[src/hdl/swls_pkg.sv]
`timescale 1ns / 1ps
package swls_pkg;

  localparam int TW    = 48;
  localparam int LW    = 32;
  localparam int CFG_W = 20;

  localparam logic [CFG_W-1:0] WIN_RESET = 20'd1000;
  localparam logic [CFG_W-1:0] IVL_RESET = 20'd1000;
  localparam logic [24:0]      RATE_MAX  = 25'h1FFFFFF;

  localparam logic REG_WINDOW   = 1'b0;
  localparam logic REG_INTERVAL = 1'b1;

  typedef struct packed {
    logic [TW-1:0] now_ms;
    logic [LW-1:0] latency_ms;
    logic          ok;
  } item_t;

  typedef struct packed {
    logic        report_valid;
    logic [8:0]  window_count;
    logic [24:0] rate_x100;
    logic [38:0] mean_latency_x100;
    logic [31:0] peak_latency;
    logic [31:0] valley_latency;
    logic [13:0] success_x100;
    logic        evicted_full;
  } result_t;

  // classified word handed from front to back
  typedef struct packed {
    item_t            item;
    logic [TW-1:0]    thr;
    logic [CFG_W-1:0] win;
  } job_t;

endpackage

[src/hdl/swls_front.sv]
`timescale 1ns / 1ps
module swls_front (
  input  logic                         clk,
  input  logic                         rst,
  input  logic                         push,
  output logic                         full,
  input  swls_pkg::item_t              item,
  input  logic [swls_pkg::CFG_W-1:0]   window_ms,
  output logic                         job_valid,
  input  logic                         job_pop,
  output swls_pkg::job_t               job
);
  import swls_pkg::*;

  job_t             q [2];
  logic             wr_ptr;
  logic             rd_ptr;
  logic [1:0]       cnt;
  logic [CFG_W-1:0] win_eff;
  job_t             job_in;
  logic             do_push;
  logic             do_pop;

  // zero window acts as one
  assign win_eff = (window_ms == '0) ? CFG_W'(1) : window_ms;

  always_comb begin
    job_in.item = item;
    job_in.win  = win_eff;
    if (item.now_ms >= TW'(win_eff)) begin
      job_in.thr = item.now_ms - TW'(win_eff);
    end else begin
      job_in.thr = '0;
    end
  end

  assign full      = (cnt == 2'd2);
  assign job_valid = (cnt != 2'd0);
  assign job       = q[rd_ptr];
  assign do_push   = push && !full;
  assign do_pop    = job_pop && job_valid;

  always_ff @(posedge clk) begin
    if (do_push) begin
      q[wr_ptr] <= job_in;
    end
    if (rst) begin
      wr_ptr <= 1'b0;
      rd_ptr <= 1'b0;
      cnt    <= 2'd0;
    end else begin
      if (do_push) begin
        wr_ptr <= ~wr_ptr;
      end
      if (do_pop) begin
        rd_ptr <= ~rd_ptr;
      end
      cnt <= cnt + {1'b0, do_push} - {1'b0, do_pop};
    end
  end
endmodule

[config.mk]
export PLATFORM = sky130hd
export DESIGN_NAME = swls_front
export DESIGN_NICKNAME = d
export VERILOG_FILES = /design/src/hdl/swls_pkg.sv /design/src/hdl/swls_front.sv
export SDC_FILE = /design/constraint.sdc
export NUM_CORES = 1
export LEC_CHECK = 0
export ABC_AREA = 0
export ABC_CLOCK_PERIOD_IN_PS = 8700
export BUFFER_PORTS_ARGS = -buffer_cell sky130_fd_sc_hd__buf_4
export CORE_UTILIZATION = 40
export CTS_CLUSTER_SIZE = 14
export DETAILED_ROUTE_END_ITERATION = 7
export GPL_TIMING_DRIVEN = 0
export PLACE_DENSITY = 0.66
export SKIP_CTS_REPAIR_TIMING = 1
export SYNTH_ARGS = -nofsm -noshare
export SYNTH_HDL_FRONTEND = slang
export SYNTH_SLANG_ARGS = --single-unit
[constraint.sdc]
create_clock -name clk -period 8.7 [get_ports clk]
set_input_delay 0.435 -clock clk [delete_from_list [all_inputs] [get_ports clk]]
set_output_delay 0.435 -clock clk [all_outputs]
set_load 0.05 [all_outputs]
* Yosys cells after proc, flatten, opt, wreduce, memory -nomap -nowiden *
Memory sizes are Yosys's and may differ from the RTL's. A register that Yosys moved wholly into a read port is not among the register bits.
Index checks and enable logic that the tools add are counted.

operators by class
  add/sub/neg operators = 3
  $lt $le $gt $ge = 1
  equal/unequal tests = 1
  mux-type cells = 6
  bitwise logic cells = 2
  reduce and logical (&&, ||, !) cells = 5

operators by type and width
  operator                               number
  >= comparator 48 x 20 -> 1 bit         1
  2-to-1 mux 48 bit                      1
  subtractor 48 x 20 -> 48 bit           1
  zero test 20 bit                       1
  2-to-1 mux 20 bit                      1
  2-to-1 mux 1 bit                       4
  adder 2 x 1 -> 2 bit                   1
  == test 2 bit (second input constant)  1
  logical AND 1 bit                      2
  inverter 1 bit                         2
  nonzero test 2 bit                     1
  subtractor 2 x 1 -> 2 bit              1
  zero test 1 bit                        1

storage, ports and cells
  bits in registers = 4
  RAM bits = 298
  bits of input ports = 105
  output and inout bits = 151
  logic and storage cells = 22
  memories = 1

memories
  memory  words  bits a word  read ports  clocked after Yosys merged registers in  write ports  line              text
  q       2      149          1           1                                        1            swls_front.sv:15  job_t q [2];

* Longest topological paths before layout *
  word-level depth = 5
  depth in mapped cells = 13
  depth with buffers taken out = 13

* Least setup slack after synthesis *
Ideal clock, no wire load.

  kind = register -> register
  start = register cnt[0]
  end = memory q[0][0] (netlist name) (enable)
  library setup time = 0.659 ns
  arrival time = 6.740 ns
  required time = 8.041 ns
  slack = 1.301 ns
  cell stages (with the launch flop) = 4
  path buffers = 0
  clock period less this slack = 7.399 ns
  path through = dfxtp_1 nand2b_1 nand2_1 nor2_1

between the ends
  longest elaborated chain between the ends = 5

ends and longest elaborated chain
  what                                    line              text
  start, declared                         swls_front.sv:18  logic [1:0] cnt;
  start signal, assigned                  swls_front.sv:58  cnt <= cnt + {1'b0, do_push} - {1'b0, do_pop};
  == test 2 bit                           swls_front.sv:37  assign full = (cnt == 2'd2);
  zero test 1 bit                         swls_front.sv:40  assign do_push = push && !full;
  logical AND 1 bit                       swls_front.sv:40
  2-to-1 mux 1 bit                        swls_front.sv:44  if (do_push) begin
  2-to-1 mux 1 bit (implied by the code)  swls_front.sv:45  q[wr_ptr] <= job_in;
  end, declared                           swls_front.sv:15

No other way between the ends.

==> run_results.csv <==
group,metric,value,unit
status,status,"finished, final reports clean",
worst_hold_path,hold_end,"q[1][96]",
global_routing,antenna_found_initial,0,
worst_hold_path,hp-class,"in2reg",
sta,fin_crit_sh,53.3,%
clock_tree,clkSinkCount,303,
die,row_count,66,
sta,hold_viol,0,
route,viasPerCell,5.11,
synthesis,ys.flop_type,"edfxtp_1",
placement,place_ws,3.66,ns
setup_path,crit_top_cell,"a211oi_1",
clock_tree,cts_buffers,34,
power_and_ir_drop,p_leak,6.26,nW
finish,fin_area,0.0171,mm2
synthesis,synth-edff-count,298,
route,drc_errors,0,
placement,dp.cells,1604,
clock_tree,cts.clk_slew.worst_paths,0.06,ns
route,initialDrtViolationCount,613,
finish,fin_cells,1664,
synthesis,ys_types,64,
setup_path,slowest_delay,0.88,ns
sta,final.min_clock_period,4.64,ns
sta,fmax,215,MHz
route,firstDrtPassIters,5,
synthesis,syn_nets,1034,
global_routing,grt.total_usage,18.4,%
finish,fin_util,52.2,%
synthesis,synth_warnings,0,
power_and_ir_drop,vdd_drop_max,0.000165,V
sta,relSlewSlack,29.2,%
setup_path,critPathLaunchType,"input port",
global_routing,grt_max_degree,60,
route,ant_nets,0,
setup_path,crit_type,"in2reg",
placement,io_buffers,255,
die,dieWidth,185,um
synthesis,synth_area,0.0134,mm2
sta,worst_pin_slew,1.05,ns
sta,final_max_slew_viol_count,0,
global_routing,grt_overflow_total,0,
finish,syn2layout_area_growth,27.5,%
setup_path,cp.arrival,4.89,ns
clock_tree,cts_tree,"done",
finish,final_cell_mix,"edfxtp_1 (298), buf_4 (256), mux2_2 (154), nor2_1 (56), clkbuf_1 (48)",
setup_path,cp_max_fo,7,
setup_path,r2r_start,"cnt[0]",
worst_hold_path,min_path_cells,1,
die,start_util,41.0,%
sta,skew,0.00611,ns
finish,drive_above_1_share,40.0,%
finish,antenna_cells,0,
setup_path,crit_family,"simple AND/OR/NAND/NOR gates",
worst_hold_path,worstHoldStart,"item[28]",
die,dieHeight,185,um
setup_path,slowest_stage,"o41ai_1",
global_routing,grt_pass1_wl,47.4,mm
finish,seq_area,0.00905,mm2
die,core-area,0.0328,mm2
die,dieArea,0.0343,mm2
finish,nets,1333,
synthesis,synth_area_per_cell,14.9,um2
sta,setup_viol,0,
setup_path,path_cells,"buf_4 -> nor4_1 -> nand4_1 -> o41ai_1 -> ha_1 -> inv_1 -> fa_1 -> nand3_1 -> a211oi_1 -> nor3_2 -> a211oi_1 -> nand2b_1 -> or3b_2 -> mux2_2",
setup_path,critPathCaptureType,"flop",
synthesis,ys_ff_latch,303,
synthesis,async_reset_ff_share,0,%
finish,final_common_cell,"edfxtp_1",
flow_run,maxCapViolations,0,
sta,rsz0062_at_grt,"no",
finish,multi_input_area,0.00408,mm2
setup_path,reg2reg_to,"q[1][50]",
finish,n_fill_cell,2814,
power_and_ir_drop,power.total,0.00523,W
die,ios,256,
setup_path,reg2reg_slack,6.64,ns
power_and_ir_drop,p_per_area,305,mW/mm2
global_routing,grt_pass1_vias,8328,
clock_tree,insertion_delay,0.50,ns
placement,placed_cell_area,0.0161,mm2
synthesis,seq_area_frac_synth,67.4,%
placement,place_congestion,0.843,
placement,dp_hpwl,23.2,mm
clock_tree,clk_path_buf_depth,3,
setup_path,worstPathRequired,8.95,ns
clock_tree,h-tree-depth,2,
setup_path,reg2regPathDepth,3,
route,num_vias,8495,
clock_tree,cts_root_buf,"clkbuf_16",
setup_path,path_buf_inv,2,
route,avgRoutedWirePerCell,19.1,um
sta,setup_ws,4.06,ns
route,wl,31.8,mm
synthesis,synthCells,899,
-- how the worst max path moves through the flow --
stage                      start   endpoint  slack [ns]  cells past startpoint
global route        window_ms[3]   q[1][44]        3.80                     14
finish              window_ms[3]   q[1][44]        4.06                     14
detailed placement  window_ms[3]   q[1][44]        3.66                     14
floorplan                 cnt[0]    q[0][0]        1.30                      3
CTS                 window_ms[3]   q[1][44]        4.18                     14
global placement            push  q[0][136]       -2.88                      3
-- cell usage after synthesis (3+ instances only) --
master,count,share of area [%]
nand2_1,38,1.1
or2_2,3,0.14
a21o_1,4,0.22
inv_1,30,0.84
and3_1,3,0.14
or4_1,3,0.17
clkbuf_1,37,1.0
edfxtp_1,298,67
buf_1,5,0.14
o21ai_0,23,0.86
nand3_1,14,0.52
xor2_1,11,0.72
buf_2,5,0.19
nand2b_1,6,0.28
nor4_1,17,0.79
ha_1,29,2.7
nand4b_1,3,0.20
mux2_2,154,13
xnor2_1,21,1.4
nor3_1,14,0.52
or3_1,12,0.56
nand4_1,8,0.37
a31oi_1,3,0.14
nor2b_1,4,0.19
a211oi_1,8,0.45
a21oi_1,39,1.5
dfxtp_1,5,0.75
nor2_1,57,1.6
and2_1,3,0.14
-- cell type report --
class / count / area share, %
repair buffers: 263 / 12.3
flip-flops and latches: 303 / 52.9
well taps: 442 / 3.23
plain buffers: 49 / 1.18
multi-input cells: 517 / 23.8
clock buffers: 47 / 5.44
inverters: 30 / 0.658
clock inverters: 13 / 0.556
-- logic make-up (layout without fill, tap and decap cells) --
| group | Yosys count | after routing | share of synthesized area (%) |
|---|---|---|---|
| AO/OA/AOI/OAI | 97 | 97 | 4.35 |
| XOR/XNOR | 32 | 32 | 2.09 |
| adder cells (fa/ha/maj) | 30 | 30 | 2.85 |
| buffers and inverters | 79 | 402 | 2.34 |
| flip-flops | 303 | 303 | 67.4 |
| multiplexers | 156 | 156 | 13.1 |
| AND/OR/NAND/NOR | 202 | 202 | 7.93 |
-- per-stage QoR --
stage	TNS [ns]	hold WS (ns)
after detailed placement	0	0.515
after CTS	0	0.0894
after global routing	0	0.0900
after global placement	-425.99	0.496
after floorplan	0	0.481
final	0	0.114
-- worst reg2reg max path, cell delays in order (launching register included) --
cell and delay [ns]:
dfxtp_1 0.34, nand2b_1 0.16, and3_4 0.79, buf_16 0.37
-- report_power, final --
part	internal, W	total [W]	switching [W]	leakage, nW
Clock	0.000779	0.00132	0.000543	0.500
Sequential	0.00187	0.00191	0.0000428	2.83
Combinational	0.000648	0.00200	0.00135	2.94
Total	0.00329	0.00523	0.00193	6.26
-- registers in the layout (all words and copies together), names as in the netlist, named ones only --
name and cells:
q 298, rd_ptr 1, cnt 2, wr_ptr 1
-- routing by layer --
layer,GRT usage (%),up-vias,wire length (um)
li1,-,4009,-
met1,24.4,4150,13800
met2,29.5,280,15000
met3,4.50,56,2210
met4,5.75,0,755
met5,0,-,0
(Power assumes the default switching activity.)
